==> src/rtl/frwm_pkg.sv <==
`timescale 1ns / 1ps
// frwm_pkg: shared types, register indexes and constants of the wildcard flow matcher.
// No dependencies.
package frwm_pkg;

    localparam int WILD_W    = 22;
    localparam int PADDR_W   = 6;
    localparam int PDATA_W   = 64;

    // wildcard word bit positions
    localparam int WB_PORT   = 0;
    localparam int WB_VLAN   = 1;
    localparam int WB_MSRC   = 2;
    localparam int WB_MDST   = 3;
    localparam int WB_TYPE   = 4;
    localparam int WB_PROTO  = 5;
    localparam int WB_TSRC   = 6;
    localparam int WB_TDST   = 7;
    localparam int WB_SCNT_LO = 8;
    localparam int WB_DCNT_LO = 14;
    localparam int WB_PCP    = 20;
    localparam int WB_TOS    = 21;

    localparam logic [WILD_W-1:0] WILD_L4   = 22'h0000c0;
    localparam logic [WILD_W-1:0] WILD_L3   = 22'h2fff20;
    localparam logic [WILD_W-1:0] WILD_ALL  = 22'h3fffff;

    // register indexes (paddr[5:3])
    localparam logic [2:0] REG_WILDCARDS = 3'd0;
    localparam logic [2:0] REG_MAC_SRC   = 3'd1;
    localparam logic [2:0] REG_MAC_DST   = 3'd2;
    localparam logic [2:0] REG_LINK_META = 3'd3;
    localparam logic [2:0] REG_IP_ADDR   = 3'd4;
    localparam logic [2:0] REG_UPPER     = 3'd5;

    localparam logic [15:0] ETH_IP     = 16'h0800;
    localparam logic [15:0] ETH_ARP    = 16'h0806;
    localparam logic [7:0]  PROTO_ICMP = 8'd1;
    localparam logic [7:0]  PROTO_TCP  = 8'd6;
    localparam logic [7:0]  PROTO_UDP  = 8'd17;
    localparam logic [7:0]  TOS_MASK   = 8'hfc;

    typedef struct packed {
        logic [WILD_W-1:0] wildcards;
        logic [47:0]       mac_source;
        logic [47:0]       mac_dest;
        logic [50:0]       link_meta;
        logic [63:0]       ip_addresses;
        logic [47:0]       upper_meta;
    } rule_raw_t;

    typedef struct packed {
        logic        port_wild;
        logic        vlan_wild;
        logic        pcp_wild;
        logic        msrc_wild;
        logic        mdst_wild;
        logic        type_wild;
        logic        tos_wild;
        logic        proto_wild;
        logic        tsrc_wild;
        logic        tdst_wild;
        logic [15:0] port;
        logic [15:0] vlan;
        logic [2:0]  pcp;
        logic [47:0] msrc;
        logic [47:0] mdst;
        logic [15:0] eth_type;
        logic [7:0]  tos;
        logic [7:0]  proto;
        logic [31:0] nsrc;
        logic [31:0] ndst;
        logic [31:0] smask;
        logic [31:0] dmask;
        logic [15:0] tsrc;
        logic [15:0] tdst;
    } rule_norm_t;

    localparam rule_norm_t NORM_RESET = '{
        port_wild: 1'b1, vlan_wild: 1'b1, pcp_wild: 1'b1, msrc_wild: 1'b1,
        mdst_wild: 1'b1, type_wild: 1'b1, tos_wild: 1'b1, proto_wild: 1'b1,
        tsrc_wild: 1'b1, tdst_wild: 1'b1,
        port: '0, vlan: '0, pcp: '0, msrc: '0, mdst: '0, eth_type: '0,
        tos: '0, proto: '0, nsrc: '0, ndst: '0, smask: '0, dmask: '0,
        tsrc: '0, tdst: '0
    };

    typedef struct packed {
        logic [15:0] in_port;
        logic [15:0] vlan_id;
        logic [2:0]  vlan_pcp;
        logic [47:0] mac_source;
        logic [47:0] mac_dest;
        logic [15:0] eth_type;
        logic [7:0]  ip_tos;
        logic [7:0]  ip_proto;
        logic [31:0] ip_source;
        logic [31:0] ip_dest;
        logic [15:0] l4_source;
        logic [15:0] l4_dest;
    } key_t;

    // wild count of 32 or more: whole address wild
    function automatic logic [31:0] prefix_mask(input logic [5:0] cnt);
        logic [31:0] m;
        begin
            if (cnt[5])
            begin
                m = '0;
            end
            else
            begin
                m = ~((32'd1 << cnt[4:0]) - 32'd1);
            end
            return m;
        end
    endfunction

endpackage

==> src/rtl/frwm_if.sv <==
`timescale 1ns / 1ps
// frwm_key_if / frwm_hit_if: valid/ready channels for packet keys and hit words.
// Standalone, no dependencies.
interface frwm_key_if;
    logic        valid;
    logic        ready;
    logic [15:0] in_port;
    logic [15:0] vlan_id;
    logic [2:0]  vlan_pcp;
    logic [47:0] mac_source;
    logic [47:0] mac_dest;
    logic [15:0] eth_type;
    logic [7:0]  ip_tos;
    logic [7:0]  ip_proto;
    logic [31:0] ip_source;
    logic [31:0] ip_dest;
    logic [15:0] l4_source;
    logic [15:0] l4_dest;

    modport source (
        output valid, in_port, vlan_id, vlan_pcp, mac_source, mac_dest, eth_type,
               ip_tos, ip_proto, ip_source, ip_dest, l4_source, l4_dest,
        input  ready
    );
    modport sink (
        input  valid, in_port, vlan_id, vlan_pcp, mac_source, mac_dest, eth_type,
               ip_tos, ip_proto, ip_source, ip_dest, l4_source, l4_dest,
        output ready
    );
endinterface

interface frwm_hit_if;
    logic valid;
    logic ready;
    logic hit;

    modport source (output valid, hit, input ready);
    modport sink (input valid, hit, output ready);
endinterface

==> src/rtl/frwm_rule_norm.sv <==
`timescale 1ns / 1ps
// frwm_rule_norm: normalizes the raw rule registers by ethertype and protocol
// and holds the result in a register. Depends on frwm_pkg.
module frwm_rule_norm
    import frwm_pkg::*;
(
    input  logic       clk,
    input  logic       rst_n,
    input  rule_raw_t  raw,
    output rule_norm_t norm
);

    rule_norm_t        norm_reg;
    rule_norm_t        norm_next;
    logic [WILD_W-1:0] w;
    logic [15:0]       r_type;
    logic [7:0]        raw_proto;

    assign r_type    = raw.link_meta[15:0];
    assign raw_proto = raw.upper_meta[39:32];

    always_comb
    begin
        w         = raw.wildcards;
        norm_next = NORM_RESET;
        norm_next.port     = raw.link_meta[50:35];
        norm_next.vlan     = raw.link_meta[34:19];
        norm_next.pcp      = raw.link_meta[18:16];
        norm_next.eth_type = r_type;
        norm_next.msrc     = raw.mac_source;
        norm_next.mdst     = raw.mac_dest;

        priority if (w[WB_TYPE])
        begin
            w = w | WILD_L3 | WILD_L4;
        end
        else if (r_type == ETH_IP)
        begin
            norm_next.tos   = raw.upper_meta[47:40] & TOS_MASK;
            norm_next.proto = raw_proto;
            norm_next.nsrc  = raw.ip_addresses[63:32];
            norm_next.ndst  = raw.ip_addresses[31:0];
            priority if (w[WB_PROTO])
            begin
                w = w | WILD_L4;
            end
            else if (raw_proto == PROTO_TCP || raw_proto == PROTO_UDP ||
                     raw_proto == PROTO_ICMP)
            begin
                norm_next.tsrc = raw.upper_meta[31:16];
                norm_next.tdst = raw.upper_meta[15:0];
            end
            else
            begin
                w = w & ~WILD_L4;
            end
        end
        else if (r_type == ETH_ARP)
        begin
            norm_next.proto = raw_proto;
            norm_next.nsrc  = raw.ip_addresses[63:32];
            norm_next.ndst  = raw.ip_addresses[31:0];
            w = w & ~WILD_L4;
        end
        else
        begin
            w = w & ~(WILD_L3 | WILD_L4);
        end

        norm_next.port_wild  = w[WB_PORT];
        norm_next.vlan_wild  = w[WB_VLAN];
        norm_next.pcp_wild   = w[WB_PCP];
        norm_next.msrc_wild  = w[WB_MSRC];
        norm_next.mdst_wild  = w[WB_MDST];
        norm_next.type_wild  = w[WB_TYPE];
        norm_next.tos_wild   = w[WB_TOS];
        norm_next.proto_wild = w[WB_PROTO];
        norm_next.tsrc_wild  = w[WB_TSRC];
        norm_next.tdst_wild  = w[WB_TDST];
        norm_next.smask      = prefix_mask(w[WB_SCNT_LO +: 6]);
        norm_next.dmask      = prefix_mask(w[WB_DCNT_LO +: 6]);
    end

    always_ff @(posedge clk or negedge rst_n)
    begin
        if (!rst_n)
        begin
            norm_reg <= NORM_RESET;
        end
        else
        begin
            norm_reg <= norm_next;
        end
    end

    assign norm = norm_reg;

    a_type_wild_l3l4: assert property (@(posedge clk) disable iff (!rst_n)
        $past(raw.wildcards[WB_TYPE]) |->
            (norm_reg.tos_wild && norm_reg.proto_wild && norm_reg.tsrc_wild &&
             norm_reg.tdst_wild && norm_reg.smask == '0 && norm_reg.dmask == '0))
        else $error("wildcarded ethertype left L3/L4 fields exact");

    a_other_type_exact: assert property (@(posedge clk) disable iff (!rst_n)
        (!$past(raw.wildcards[WB_TYPE]) && $past(r_type) != ETH_IP &&
         $past(r_type) != ETH_ARP) |->
            (!norm_reg.tos_wild && !norm_reg.proto_wild && norm_reg.proto == '0 &&
             norm_reg.smask == '1 && norm_reg.nsrc == '0))
        else $error("non-IP/ARP rule not forced to exact zero L3");

endmodule

==> src/rtl/flow_rule_wildcard_match_top.sv <==
`timescale 1ns / 1ps
// flow_rule_wildcard_match_top: APB rule registers, normalized rule, key
// register and hit register. Depends on frwm_pkg, frwm_if, frwm_rule_norm.
// The key register and hit register form two stages; a stalled res holds the key.
// Throughput: one key per cycle while the hit output is not stalled.
// A rule write takes effect for keys accepted from the next cycle on.
// Reset: asynchronous active low; rule reads as all-wild, both stages empty.
module flow_rule_wildcard_match_top
    import frwm_pkg::*;
(
    input  logic               clk,
    input  logic               rst_n,
    input  logic               psel,
    input  logic               penable,
    input  logic               pwrite,
    input  logic [PADDR_W-1:0] paddr,
    input  logic [PDATA_W-1:0] pwdata,
    output logic [PDATA_W-1:0] prdata,
    output logic               pready,
    frwm_key_if.sink           pkt,
    frwm_hit_if.source         res
);

    rule_raw_t  raw_reg;
    rule_norm_t norm;
    logic [2:0] reg_idx;
    logic       cfg_wr;

    key_t       key_reg;
    logic       key_valid_reg;
    logic       hit_reg;
    logic       hit_next;
    logic       hit_valid_reg;
    logic       out_free;
    logic       advance;
    logic       in_take;

    assign pready  = 1'b1;
    assign reg_idx = paddr[5:3];
    assign cfg_wr  = psel && penable && pwrite;

    always_ff @(posedge clk or negedge rst_n)
    begin
        if (!rst_n)
        begin
            raw_reg.wildcards    <= WILD_ALL;
            raw_reg.mac_source   <= '0;
            raw_reg.mac_dest     <= '0;
            raw_reg.link_meta    <= '0;
            raw_reg.ip_addresses <= '0;
            raw_reg.upper_meta   <= '0;
        end
        else if (cfg_wr)
        begin
            unique case (reg_idx)
                REG_WILDCARDS: raw_reg.wildcards    <= pwdata[WILD_W-1:0];
                REG_MAC_SRC:   raw_reg.mac_source   <= pwdata[47:0];
                REG_MAC_DST:   raw_reg.mac_dest     <= pwdata[47:0];
                REG_LINK_META: raw_reg.link_meta    <= pwdata[50:0];
                REG_IP_ADDR:   raw_reg.ip_addresses <= pwdata;
                REG_UPPER:     raw_reg.upper_meta   <= pwdata[47:0];
                default:       ;
            endcase
        end
    end

    always_comb
    begin
        unique case (reg_idx)
            REG_WILDCARDS: prdata = {{(PDATA_W-WILD_W){1'b0}}, raw_reg.wildcards};
            REG_MAC_SRC:   prdata = {16'd0, raw_reg.mac_source};
            REG_MAC_DST:   prdata = {16'd0, raw_reg.mac_dest};
            REG_LINK_META: prdata = {13'd0, raw_reg.link_meta};
            REG_IP_ADDR:   prdata = raw_reg.ip_addresses;
            REG_UPPER:     prdata = {16'd0, raw_reg.upper_meta};
            default:       prdata = '0;
        endcase
    end

    frwm_rule_norm u_norm (
        .clk   (clk),
        .rst_n (rst_n),
        .raw   (raw_reg),
        .norm  (norm)
    );

    // handshake
    assign out_free  = !hit_valid_reg || res.ready;
    assign advance   = key_valid_reg && out_free;
    assign pkt.ready = !key_valid_reg || out_free;
    assign in_take   = pkt.valid && pkt.ready;

    always_ff @(posedge clk or negedge rst_n)
    begin
        if (!rst_n)
        begin
            key_valid_reg <= 1'b0;
            hit_valid_reg <= 1'b0;
        end
        else
        begin
            if (pkt.ready)
            begin
                key_valid_reg <= pkt.valid;
            end
            if (out_free)
            begin
                hit_valid_reg <= key_valid_reg;
            end
        end
    end

    always_ff @(posedge clk)
    begin
        if (in_take)
        begin
            key_reg.in_port    <= pkt.in_port;
            key_reg.vlan_id    <= pkt.vlan_id;
            key_reg.vlan_pcp   <= pkt.vlan_pcp;
            key_reg.mac_source <= pkt.mac_source;
            key_reg.mac_dest   <= pkt.mac_dest;
            key_reg.eth_type   <= pkt.eth_type;
            key_reg.ip_tos     <= pkt.ip_tos;
            key_reg.ip_proto   <= pkt.ip_proto;
            key_reg.ip_source  <= pkt.ip_source;
            key_reg.ip_dest    <= pkt.ip_dest;
            key_reg.l4_source  <= pkt.l4_source;
            key_reg.l4_dest    <= pkt.l4_dest;
        end
        if (advance)
        begin
            hit_reg <= hit_next;
        end
    end

    always_comb
    begin
        hit_next = (norm.port_wild  || key_reg.in_port    == norm.port)
                && (norm.vlan_wild  || key_reg.vlan_id    == norm.vlan)
                && (norm.pcp_wild   || key_reg.vlan_pcp   == norm.pcp)
                && (norm.msrc_wild  || key_reg.mac_source == norm.msrc)
                && (norm.mdst_wild  || key_reg.mac_dest   == norm.mdst)
                && (norm.type_wild  || key_reg.eth_type   == norm.eth_type)
                && (norm.tos_wild   || key_reg.ip_tos     == norm.tos)
                && (norm.proto_wild || key_reg.ip_proto   == norm.proto)
                && (((key_reg.ip_source ^ norm.nsrc) & norm.smask) == 32'd0)
                && (((key_reg.ip_dest   ^ norm.ndst) & norm.dmask) == 32'd0)
                && (norm.tsrc_wild  || key_reg.l4_source  == norm.tsrc)
                && (norm.tdst_wild  || key_reg.l4_dest    == norm.tdst);
    end

    assign res.valid = hit_valid_reg;
    assign res.hit   = hit_reg;

    a_take_fills_key: assert property (@(posedge clk) disable iff (!rst_n)
        in_take |=> key_valid_reg)
        else $error("accepted word not held in key stage");

    a_advance_fills_out: assert property (@(posedge clk) disable iff (!rst_n)
        advance |=> hit_valid_reg)
        else $error("key stage word lost on the way to the hit stage");

    a_empty_key_ready: assert property (@(posedge clk) disable iff (!rst_n)
        !key_valid_reg |-> pkt.ready)
        else $error("empty key stage refuses input");

    a_stall_holds_key: assert property (@(posedge clk) disable iff (!rst_n)
        (key_valid_reg && !out_free) |=> (key_valid_reg && $stable(key_reg)))
        else $error("stalled key stage changed");

endmodule
==> src/flat_wrapper.sv <==
// flat-port wrapper written by rule: the top's interface ports become plain ports
module flow_rule_wildcard_match_top_flat import frwm_pkg::*;
  (clk, rst_n, psel, penable, pwrite, paddr, pwdata, prdata, pready, pkt_valid, pkt_in_port, pkt_vlan_id, pkt_vlan_pcp, pkt_mac_source, pkt_mac_dest, pkt_eth_type, pkt_ip_tos, pkt_ip_proto, pkt_ip_source, pkt_ip_dest, pkt_l4_source, pkt_l4_dest, pkt_ready, res_valid, res_hit, res_ready);
  frwm_key_if pkt_i ();
  frwm_hit_if res_i ();
  input  logic clk;
  input  logic rst_n;
  input  logic psel;
  input  logic penable;
  input  logic pwrite;
  input  logic [PADDR_W-1:0] paddr;
  input  logic [PDATA_W-1:0] pwdata;
  output logic [PDATA_W-1:0] prdata;
  output logic pready;
  input wire logic [$bits(pkt_i.valid)-1:0] pkt_valid;
  input wire logic [$bits(pkt_i.in_port)-1:0] pkt_in_port;
  input wire logic [$bits(pkt_i.vlan_id)-1:0] pkt_vlan_id;
  input wire logic [$bits(pkt_i.vlan_pcp)-1:0] pkt_vlan_pcp;
  input wire logic [$bits(pkt_i.mac_source)-1:0] pkt_mac_source;
  input wire logic [$bits(pkt_i.mac_dest)-1:0] pkt_mac_dest;
  input wire logic [$bits(pkt_i.eth_type)-1:0] pkt_eth_type;
  input wire logic [$bits(pkt_i.ip_tos)-1:0] pkt_ip_tos;
  input wire logic [$bits(pkt_i.ip_proto)-1:0] pkt_ip_proto;
  input wire logic [$bits(pkt_i.ip_source)-1:0] pkt_ip_source;
  input wire logic [$bits(pkt_i.ip_dest)-1:0] pkt_ip_dest;
  input wire logic [$bits(pkt_i.l4_source)-1:0] pkt_l4_source;
  input wire logic [$bits(pkt_i.l4_dest)-1:0] pkt_l4_dest;
  output wire logic [$bits(pkt_i.ready)-1:0] pkt_ready;
  output wire logic [$bits(res_i.valid)-1:0] res_valid;
  output wire logic [$bits(res_i.hit)-1:0] res_hit;
  input wire logic [$bits(res_i.ready)-1:0] res_ready;
  assign pkt_i.valid = pkt_valid;
  assign pkt_i.in_port = pkt_in_port;
  assign pkt_i.vlan_id = pkt_vlan_id;
  assign pkt_i.vlan_pcp = pkt_vlan_pcp;
  assign pkt_i.mac_source = pkt_mac_source;
  assign pkt_i.mac_dest = pkt_mac_dest;
  assign pkt_i.eth_type = pkt_eth_type;
  assign pkt_i.ip_tos = pkt_ip_tos;
  assign pkt_i.ip_proto = pkt_ip_proto;
  assign pkt_i.ip_source = pkt_ip_source;
  assign pkt_i.ip_dest = pkt_ip_dest;
  assign pkt_i.l4_source = pkt_l4_source;
  assign pkt_i.l4_dest = pkt_l4_dest;
  assign pkt_ready = pkt_i.ready;
  assign res_valid = res_i.valid;
  assign res_hit = res_i.hit;
  assign res_i.ready = res_ready;
  flow_rule_wildcard_match_top u_core (.clk(clk), .rst_n(rst_n), .psel(psel), .penable(penable), .pwrite(pwrite), .paddr(paddr), .pwdata(pwdata), .prdata(prdata), .pready(pready), .pkt(pkt_i), .res(res_i));
endmodule
==> config.mk <==
export PLATFORM = sky130hd
export DESIGN_NAME = flow_rule_wildcard_match_top_flat
export DESIGN_NICKNAME = d
export VERILOG_FILES = /design/src/rtl/frwm_pkg.sv /design/src/rtl/frwm_if.sv /design/src/rtl/frwm_rule_norm.sv /design/src/rtl/flow_rule_wildcard_match_top.sv /design/src/flat_wrapper.sv
export SDC_FILE = /design/constraint.sdc
export NUM_CORES = 1
export LEC_CHECK = 0
export ABC_AREA = 1
export BUFFER_PORTS_ARGS = -buffer_cell sky130_fd_sc_hd__buf_2
export CAP_MARGIN = 0
export CELL_PAD_IN_SITES_DETAIL_PLACEMENT = 1
export CELL_PAD_IN_SITES_GLOBAL_PLACEMENT = 2
export CORE_MARGIN = 5
export CORE_UTILIZATION = 34
export CTS_CLUSTER_DIAMETER = 200
export DETAILED_ROUTE_END_ITERATION = 16
export HOLD_SLACK_MARGIN = 0.03
export PLACE_DENSITY_LB_ADDON = 0.1
export SYNTH_ARGS = -nofsm -noshare
export SYNTH_HDL_FRONTEND = slang
export SYNTH_SLANG_ARGS = --single-unit
==> constraint.sdc <==
create_clock -name clk -period 5.7 [get_ports clk]
set_input_delay 0.855 -clock clk [delete_from_list [all_inputs] [get_ports clk]]
set_output_delay 0.855 -clock clk [all_outputs]
set_load 0.05 [all_outputs]
# --- Yosys cells after proc, flatten, opt, wreduce, memory -nomap -nowiden ---
# Index checks and enable logic that the tools add are counted.
totals:
  in_bits: 336
  register_bits: 876
  out_inout_bits: 68
  wordCells: 131
op_classes:
  n_shift: 2
  eq_ne: 20
  bitwise_logic: 6
  mux: 16
  n_reduce_logical: 40
  addsub: 2
op_table:
  columns: ["op", "n"]
  rows:
  - ["64-bit case mux with 6 select lines", 1]
  - ["32-bit two-way mux", 6]
  - ["72-bit two-way mux", 2]
  - ["48-bit == test", 2]
  - ["16-bit == test", 5]
  - ["80-bit two-way mux", 1]
  - ["22-bit two-way mux", 3]
  - ["32-bit AND", 2]
  - ["32-bit logical NOT", 2]
  - ["32-bit NOT", 2]
  - ["1-bit by 5-bit << shifter with 32-bit output, first input constant", 2]
  - ["32-bit by 1-bit subtractor with 32-bit output, second input constant", 2]
  - ["32-bit XOR", 2]
  - ["16-bit by 12-bit == test with 1-bit output, second input constant", 2]
  - ["8-bit two-way mux", 3]
  - ["8-bit == test", 2]
  - ["1-bit logical AND", 15]
  - ["1-bit logical OR", 14]
  - ["2-bit AND reduction", 6]
  - ["8-bit by 1-bit == test with 1-bit output, second input constant", 1]
  - ["8-bit by 3-bit == test with 1-bit output, second input constant", 1]
  - ["8-bit by 5-bit == test with 1-bit output, second input constant", 1]
  - ["3-bit by 2-bit == test with 1-bit output, second input constant", 2]
  - ["3-bit == test, second input constant", 2]
  - ["4 further kinds", 5]

# --- Depth between registers and ports, before layout ---
# Gate-level depths: netlist (run 1).
depth:
  depth_word: 13
  mapped_depth: 20
  mapped_depth_nobuf: 19

# --- Hierarchy ---
# Synthesis (run 1) repeated with hierarchy kept, for this count alone.
unflattened:
  cells_unflattened: 3814
  area_unflattened_um2: 36635.1
by_module_without_submodules:
  columns: ["module", "instances", "seq_area_each_um2", "cells_per_inst", "area_per_inst_um2"]
  rows:
  - ["flow_rule_wildcard_match_top", 1, 14916.8, 2571, 24222.0]
  - ["frwm_rule_norm", 1, 8295.5, 1243, 12413.2]

# --- Worst setup path after synthesis (run 1) ---
# OpenSTA, ideal clock, no wires.
synth_path:
  kind: "input port to flip-flop"
  start: "in res_ready"
  end: "reg u_core.key_reg[0] (netlist bit), enable pin"
  setup_slack_ps: -1345
  arrival_time_ps: 6437
  stages: 4
  cell_sequence: "inv_1 > nand3_1 > nand2_1 > inv_1"
synth_between:
  elab_chain_cells: 3
synth_rtl:
  columns: ["element", "line_no", "text"]
  rows:
  - ["start: declaration", "flat_wrapper.sv:31", "input wire logic [$bits(res_i.ready)-1:0] res_ready;"]
  - ["1-bit logical OR", "flow_rule_wildcard_match_top.sv:88", "assign out_free = !hit_valid_reg || res.ready;"]
  - ["1-bit logical OR", "flow_rule_wildcard_match_top.sv:90", "assign pkt.ready = !key_valid_reg || out_free;"]
  - ["net pkt_ready", "flat_wrapper.sv:28", "output wire logic [$bits(pkt_i.ready)-1:0] pkt_ready;"]
  - ["1-bit logical AND", "flow_rule_wildcard_match_top.sv:91", "assign in_take = pkt.valid && pkt.ready;"]
  - ["net u_core.in_take", "flow_rule_wildcard_match_top.sv:36", "logic in_take;"]
  - ["end: declaration", "flow_rule_wildcard_match_top.sv:29", "key_t key_reg;"]
# The timed path passes the listed nets, and every way through them passes these cells.
# A chain may end at the register's enable or synchronous reset.

# --- Final worst setup path (run 1) ---
layout_path:
  start: "in paddr[4]"
  end: "out prdata[16]"
layout_between:
  elab_chain_cells: 2
  elab_cells_between_ends: 7
  classes_between: "eq/ne: 5; mux: 1; reduce/logical: 1"
layout_rtl:
  columns: ["element", "line_no", "text"]
  rows:
  - ["start: declaration", "flat_wrapper.sv:11", "input logic [PADDR_W-1:0] paddr;"]
  - ["3-bit == test (tied with other cells)", "flow_rule_wildcard_match_top.sv:69", "unique case (reg_idx)"]
  - ["64-bit case mux with 6 select lines (*)", "flow_rule_wildcard_match_top.sv:69", null]
  - ["end: declaration", "flat_wrapper.sv:13", "output logic [PDATA_W-1:0] prdata;"]
# Mark *: on every way between the ends. The rest lies on a longest branch, timed or not.

==> metrics, run 1 <==
Worst slew margin=0.1220; Clock Path Buffers=3; Overall Power=0.01723 W; crit path DAT=3.10 ns; power share of the combinational group=0.164; Largest register FFs=331; Synth area leaders=dfrtp_1 (41%), edfxtp_1 (22%), nand2_1 (6.8%); total gr overflow=0; DP Worst Slack=1.693 ns; vias in the first global route=27.52k; Sw Share=0.3044; initial antenna violation count=21; synth-to-layout area growth=19.78%; count leader, synth=nand2_1; Cell Area, Synth=35310 um^2; worst vdd ir=0.2566 mV; P_sw=0.005244 W; hold_buf cts=0; core box area=103300 um^2; uppermost layer routed=met5; Via density=4.969; Layout Nets=4050; minimum clock period=3.950 ns; Clock Latency Late Sink=0.69 ns; Port-buffer cells=399; Mapped Nets=3644; clock power share=0.371; Post-Route WL=124.6 mm; Max Cap Violations=0; die height=332.3 um; Overall Global Routing Usage=0.2225; metal1 wirelength=57.21 mm; met2 WL=58.28 mm; Seq pwr share=0.465; Die Wd=332.3 um; outcome=finished, final reports clean; vias=25.77k; Post-synth EDFFs=260; Finished Layout Cells=5186; DR pass1 iterations=5; routed length on met3=5.456 mm; # DRC=0; Cell variety after synth=59; number of DRC markers in iteration 0=1763; Final WS setup=1.750 ns; layout cells sized above 1=0.2006; root buffer cell=clkbuf_16; first-pass GRT wire length=184.0 mm; Final GP Congestion=0.8617; internal power=0.01198 W; Pwr Density=407.4 nW/um^2; dpl cells=4990; sequential share of the synthesized area=0.6574; RSZ-0062 raised after global routing=no; DR WL/cell=24.03 um; Num Clock Sinks=874; max-slew violations=0; Initial Util=0.3416; # fillers=11.40k; syn_area_per_cell=10.68 um^2; die area=110400 um^2; Synth area leader=dfrtp_1; worst hold path class=in -> async; Tcrit/Tclk final=0.6930; CP required=4.85 ns; Setup CP Type=in -> out; num rows=118; worst hold slack=0.1286 ns; Worst-Margin Slew=1.303 ns; post-DP HPWL=91.10 mm; Setup Buffers After CTS=0; Static Leak=19.37 nW; # setup viols final=0; TritonCTS clock tree=built; Post-synth ARST share=0.7025; clk_skew=0.04619 ns; Worst-path clk slew=0.06 ns; Ports=404; Yosys warnings=0; synth cell count leaders=nand2_1 (644), dfrtp_1 (582), o21ai_0 (331); Yosys top cell area share=0.4125; Max Clock Freq=253.2 MHz; number of synthesized register bits=874; critical path capture point type=output port; Mapped Cells=3306; DRT antenna net count=0; total CTS buffers=100; TNS Setup=0 ns; Top FF cell, synth=dfrtp_1; final hold vios=0; post-cts sizing count=0; critical path peak fanout=49; largest net degree at the start of global routing=138; Startpoint Class=input port; CTS H-Tree Depth=3
==> cell type report <==
class | count | area (um^2) | share of cell area
repair buffers | 433 | 2375 | 0.05615
clock inverters | 43 | 359.1 | 0.008491
diodes | 7 | 17.52 | 0.0004142
clock buffers | 146 | 2962 | 0.07003
multi-input cells | 2007 | 10530 | 0.2489
inverters | 296 | 1115 | 0.02636
well taps | 1380 | 1727 | 0.04083
flip-flops and latches | 874 | 23210 | 0.5488
==> critical path: stages <==
cell      delay, ns
buf_2          0.12
inv_1          0.18
nor3_2         0.05
buf_4          0.38
a22o_1         0.32
a211oi_1       0.51
o21ai_0        0.35
buf_2          0.31
==> power by group through the flow <==
stage                     registers, W  clock network, W  logic (W)
after global routing           0.00810           0.00685    0.00313
after CTS                      0.00802           0.00658    0.00288
after floorplan                0.00788                 0    0.00180
final                          0.00801           0.00639    0.00283
after detailed placement       0.00812                 0    0.00286
after global placement         0.00810                 0    0.00280
==> per-stage QoR <==
step,util,cell area [um^2]
after detailed placement,0.3769,38950
after global placement,0.3769,38950
after CTS,0.4091,42280
final,0.4092,42290
after global routing,0.4091,42280
after floorplan,-,35330
==> final timing paths <==
kind | start | end | slack [ns] | cells after the start
max in group asynchronous | rst_n | u_core.u_norm.norm[156]$_DFF_PN0_ | 4.25 | 2
worst min register to register | u_core.raw_reg[261]$_DFFE_PN1P_ | u_core.u_norm.norm[329]$_DFF_PN1_ | 0.37 | 0
worst min-delay path | rst_n | u_core.u_norm.norm[312]$_DFF_PN0_ | 0.13 | 1
worst max register to register | u_core.raw_reg[263]$_DFFE_PN1P_ | u_core.u_norm.norm[72]$_DFF_PN0_ | 1.83 | 11
worst max-delay path | paddr[4] | prdata[16] | 1.75 | 8
min in group clk | pkt_vlan_id[4] | u_core.key_reg[231]$_DFFE_PP_ | 0.34 | 1
==> cells in the final DEF (no fill, tap or decap), types with 86 or more instances in the layout <==
master / n
edfxtp_1: 260
nand2_1: 640
nand3_1: 124
xnor2_1: 86
o21ai_0: 331
inv_1: 286
nor2_1: 266
dfrtp_1: 582
buf_2: 398
clkbuf_16: 105
xor2_1: 104
==> logic make-up (layout without fill, tap and decap cells) <==
group,after synthesis,after routing,synth area share
buffers and inverters,425,918,0.04748
and+or+nand+nor,1318,1318,0.1670
muxes,3,3,0.0009567
DFF,874,874,0.6574
adders and majority gates,2,2,0.0007086
AOI/OAI and AO/OA,493,493,0.07916
xor gates and xnor gates,190,190,0.04713
other,1,8,0.0001062
==> metal layers <==
metal | track usage | up-vias
li1 | - | 11815
met1 | 0.3137 | 13159
met2 | 0.3584 | 613
met3 | 0.03466 | 181
met4 | 0.06457 | 2
met5 | 0 | -
Note: power is estimated with default switching activity, not from simulation.
==> run 2, diff against run 1 <==
- CORE_UTILIZATION: 34 -> 38
- clock period: 5.7 -> 4.1 ns (I/O delays scaled with it)
==> run 2 against run 1 <==
Against the previous run: first-iteration DRC count is 11% lower; clock-buffer cell count is 5 lower; largest cell class unchanged; global-route usage is 2.2 points higher; design area is 0.17% higher; critical path type is now reg -> reg; combinational power is 40% higher; sequential cell count stayed put; non-clock buffer count is 25 higher.
==> metrics, run 2 (synthesized netlist as in run 1, its figures left out) <==
outcome=finished, final reports clean; Setup Buffers After CTS=0; vias in the first global route=28.18k; Largest register FFs=331; Port-buffer cells=399; initial antenna violation count=19; clk_skew=0.02594 ns; # DRC=0; Seq pwr share=0.462; critical path peak fanout=15; CTS H-Tree Depth=3; DR pass1 iterations=5; Max Cap Violations=0; Worst-path clk slew=0.06 ns; DP Worst Slack=0.7164 ns; first-pass GRT wire length=181.5 mm; # setup viols final=0; Overall Power=0.02411 W; root buffer cell=clkbuf_16; Static Leak=19.50 nW; total CTS buffers=99; Clock Path Buffers=3; vias=25.96k; power share of the combinational group=0.164; TNS Setup=0 ns; DRT antenna net count=0; Max Clock Freq=298.1 MHz; CP required=4.66 ns; Post-Route WL=122.8 mm; largest net degree at the start of global routing=135; Sw Share=0.3004; Via density=5.119; Final WS setup=0.7459 ns; P_sw=0.007243 W; # fillers=10.15k; post-DP HPWL=89.61 mm; die area=99110 um^2; Setup CP Type=reg -> reg; commonest non-fill, non-tap cell in the layout=nand2_1; synth-to-layout area growth=19.98%; Num Clock Sinks=874; Worst slew margin=0.2362; core box area=91940 um^2; internal power=0.01687 W; crit path DAT=3.91 ns; clock power share=0.374; minimum clock period=3.354 ns; number of DRC markers in iteration 0=1569; Tcrit/Tclk final=0.8181; Initial Util=0.3840; Layout Nets=4074; Startpoint Class=flip-flop; Worst-Margin Slew=1.146 ns; worst vdd ir=0.3601 mV; Pwr Density=569.2 nW/um^2; layout cells sized above 1=0.2033; RSZ-0062 raised after global routing=no; critical path capture point type=flip-flop; final hold vios=0; die height=314.8 um; total gr overflow=0; num rows=111; DR WL/cell=24.21 um; max-slew violations=0; Final GP Congestion=0.8368; Clock Latency Late Sink=0.68 ns; Ports=404; Overall Global Routing Usage=0.2450; worst hold path class=in -> reg; TritonCTS clock tree=built; Die Wd=314.8 um; commonest non-fill, non-tap cells in the layout=nand2_1 (639), dfrtp_1 (581), buf_2 (398)
-- run 2: area by class of cell --
type / instances / area (um^2) / area share
inverters: 296 / 1127 / 0.02661
clock inverters: 45 / 454.2 / 0.01072
diodes: 7 / 17.52 / 0.0004135
multi-input cells: 2007 / 10510 / 0.2481
clock buffers: 141 / 2872 / 0.06778
well taps: 1243 / 1555 / 0.03671
repair buffers: 458 / 2615 / 0.06173
flip-flops and latches: 874 / 23210 / 0.5479
-- run 2: stage by stage --
step / cell area (um^2) / cells / utilization / hold slack [ns]
global placement: 39010 / 4877 / 0.4243 / 0.3585
global route: 42360 / 5070 / 0.4608 / 0.06224
detailed placement: 39010 / 4877 / 0.4243 / 0.3581
finish: 42360 / 5071 / 0.4608 / 0.1085
floorplan: 35350 / 3306 / - / 0.3194
CTS: 42350 / 5064 / 0.4606 / 0.05285
-- run 2: metal layers --
layer	vias up	global-route usage	wire length (um)
met5	-	0	56
met4	8	0.07273	3533
met3	187	0.04306	5528
met2	589	0.4047	58470
met1	13301	0.3334	55180
li1	11873	-	-
-- run 2: timing repair --
| action | in CTS | in global routing |
|---|---|---|
| resized for setup | 0 | 0 |
| hold endpoints to repair | 67 | 0 |
| hold buffers | 1 | 0 |
-- run 2: critical path: stages (launching register included) --
cell,delay [ns]
dfrtp_1,0.44
nor2_2,0.18
and2_1,0.15
nand3_1,0.18
nor2_4,0.48
nand2_1,0.11
nor2_1,0.35
nand2_1,0.09
nor2_1,0.14
nand2_1,0.11
ha_1,0.31
inv_1,0.10
nor2_2,0.07
nand2_2,0.10
inv_1,0.10
nand2_1,0.13
nand2_1,0.07
nand2_1,0.07
nor2_1,0.04
-- run 2: final timing paths --
kind                                                  from                                end  slack, ns  depth (start not counted)
min                                      pkt_mac_source[0]      u_core.key_reg[176]$_DFFE_PP_       0.11                          1
min reg2reg                u_core.raw_reg[261]$_DFFE_PN1P_  u_core.u_norm.norm[329]$_DFF_PN1_       0.36                          0
max                        u_core.raw_reg[125]$_DFFE_PN0P_   u_core.u_norm.norm[56]$_DFF_PN0_       0.75                         18
min in group asynchronous                            rst_n  u_core.u_norm.norm[313]$_DFF_PN0_       0.55                          2
max reg2reg                u_core.raw_reg[125]$_DFFE_PN0P_   u_core.u_norm.norm[56]$_DFF_PN0_       0.75                         18
max in group asynchronous                            rst_n    u_core.raw_reg[279]$_DFFE_PN1P_       2.40                          3
-- run 2: power groups by stage --
stage	clock (W)	sequential [W]	combinational, W
after floorplan	0	0.0110	0.00251
after global placement	0	0.0113	0.00390
after detailed placement	0	0.0113	0.00398
after CTS	0.00925	0.0111	0.00401
after global routing	0.00962	0.0113	0.00437
final	0.00902	0.0111	0.00395
==> run 3, diff against run 2 <==
- clock period: 4.1 -> 3.2 ns (I/O delays scaled with it)
==> run 3 against run 2 <==
Against the previous run: die area unchanged; utilization increased by 4.4 points; design area increased by 9.6%; critical path depth decreased by 10; wire length increased by 4.3%; register-to-register slack worse by 0.54 ns; highest routed layer unchanged.
==> metrics, run 3 (synthesized netlist as in run 1, its figures left out) <==
worst hold path class=in -> reg; root buffer cell=clkbuf_16; crit path DAT=2.58 ns; Final GP Congestion=0.8513; fin area=46410 um^2; outcome=finished, final reports clean; Max Cap Violations=0; dpl cell area=40060 um^2; final hold vios=0; Setup CP Type=in -> out; Max Clock Freq=327.0 MHz; # DRC=0; RSZ-0062 raised after global routing=no; post-DP HPWL=91.58 mm; Startpoint Class=input port; vias=27.34k; critical path capture point type=output port; DR WL/cell=23.49 um; Port-buffer cells=399; TNS Setup=0 ns; CP required=2.72 ns; Finished Layout Cells=5453; met1 GRT Util=0.3464; Tcrit/Tclk final=0.9557; total gr overflow=0; initial antenna violation count=4; Die Wd=314.8 um; TritonCTS clock tree=built; layout cells sized above 1=0.2129; first-pass GRT wire length=191.2 mm; number of DRC markers in iteration 0=1687; Layout Nets=4461; Initial Util=0.3840; vias in the first global route=29.91k; synth-to-layout area growth=31.45%; # setup viols final=0; clk_skew=0.01861 ns; num rows=111; grt met2 use=0.4368; Static Leak=21.32 nW; Pwr Density=686.6 nW/um^2; GRT Max-Usage Layer=met2; Worst-path clk slew=0.05 ns; commonest non-fill, non-tap cell in the layout=nand2_1; Clock Latency Late Sink=0.67 ns; DR pass1 iterations=7; dpl cells=4980; Worst slew margin=0.4421; worst vdd ir=0.4915 mV; Clock Path Buffers=3; commonest non-fill, non-tap cells in the layout=nand2_1 (639), dfrtp_1 (581), buf_2 (387); Post-Route WL=128.1 mm; Num Clock Sinks=874; DRT antenna net count=0; die area=99110 um^2; max-slew violations=0; Via density=5.014; minimum clock period=3.058 ns; core box area=91940 um^2; die height=314.8 um; critical path peak fanout=30; Worst-Margin Slew=0.8360 ns; Largest register FFs=331; Ports=404; M3 GR Usage=0.03740; Overall Global Routing Usage=0.2567; total CTS buffers=97; largest net degree at the start of global routing=85; fin util=0.5048; worst hold slack=0.08613 ns; CTS H-Tree Depth=3
==> run 3: worst paths after layout <==
check,startpoint,to,slack [ns],cells past startpoint
worst max-delay path,paddr[4],prdata[43],0.14,8
worst min-delay path,pwdata[38],u_core.raw_reg[86]$_DFFE_PN0P_,0.09,3
worst max register to register,u_core.raw_reg[123]$_DFFE_PN0P_,u_core.u_norm.norm[80]$_DFF_PN0_,0.21,15
worst min register to register,u_core.raw_reg[260]$_DFFE_PN1P_,u_core.u_norm.norm[331]$_DFF_PN1_,0.37,0
max in group asynchronous,rst_n,u_core.raw_reg[259]$_DFFE_PN1P_,1.84,3
min in group asynchronous,rst_n,u_core.u_norm.norm[313]$_DFF_PN0_,0.37,2
==> run 3: per-stage QoR <==
step                      setup WS (ns)  power [W]
after floorplan                  -1.984    0.01725
after CTS                       0.01967    0.03218
final                            0.1417    0.03187
after global routing           0.005648    0.03333
after global placement           0.1229    0.01965
after detailed placement        0.06047    0.01982
==> run 3: cell type report <==
class,instances,area (um^2)
Inverter,296,1115
Multi-Input combinational cell,2007,10520
Timing Repair Buffer,847,6546
Tap cell,1243,1555
Sequential cell,874,23210
Clock buffer,131,2804
Fill cell,9989,45530
Antenna cell,2,5.005
Clock inverter,53,658.1
==> run 3: per-layer routing <==
layer / vias to the layer above / part of all wire
met5: - / 0.00010
met4: 2 / 0.027
met3: 182 / 0.042
met2: 650 / 0.49
met1: 13889 / 0.44
li1: 12621 / -
==> run 3: where the power goes <==
part	total (W)	internal, W	switching (W)
combinational	0.00564	0.00202	0.00362
clock	0.0120	0.00723	0.00473
sequential	0.0143	0.0132	0.00103
==> run 3: repair_timing <==
action / 4_1_cts / 5_1_grt
resized for setup: 0 / 2
setup endpoints to repair: 0 / 18
hold buffers: 284 / 0
endpoints found under the hold margin: 333 / 0
buffers inserted: 0 / 3
==> run 3: critical path: stages <==
cell     delay, ns
buf_2         0.12
inv_1         0.19
nand3_2       0.48
buf_4         0.48
o22ai_1       0.33
inv_1         0.08
nand4_1       0.09
buf_2         0.27
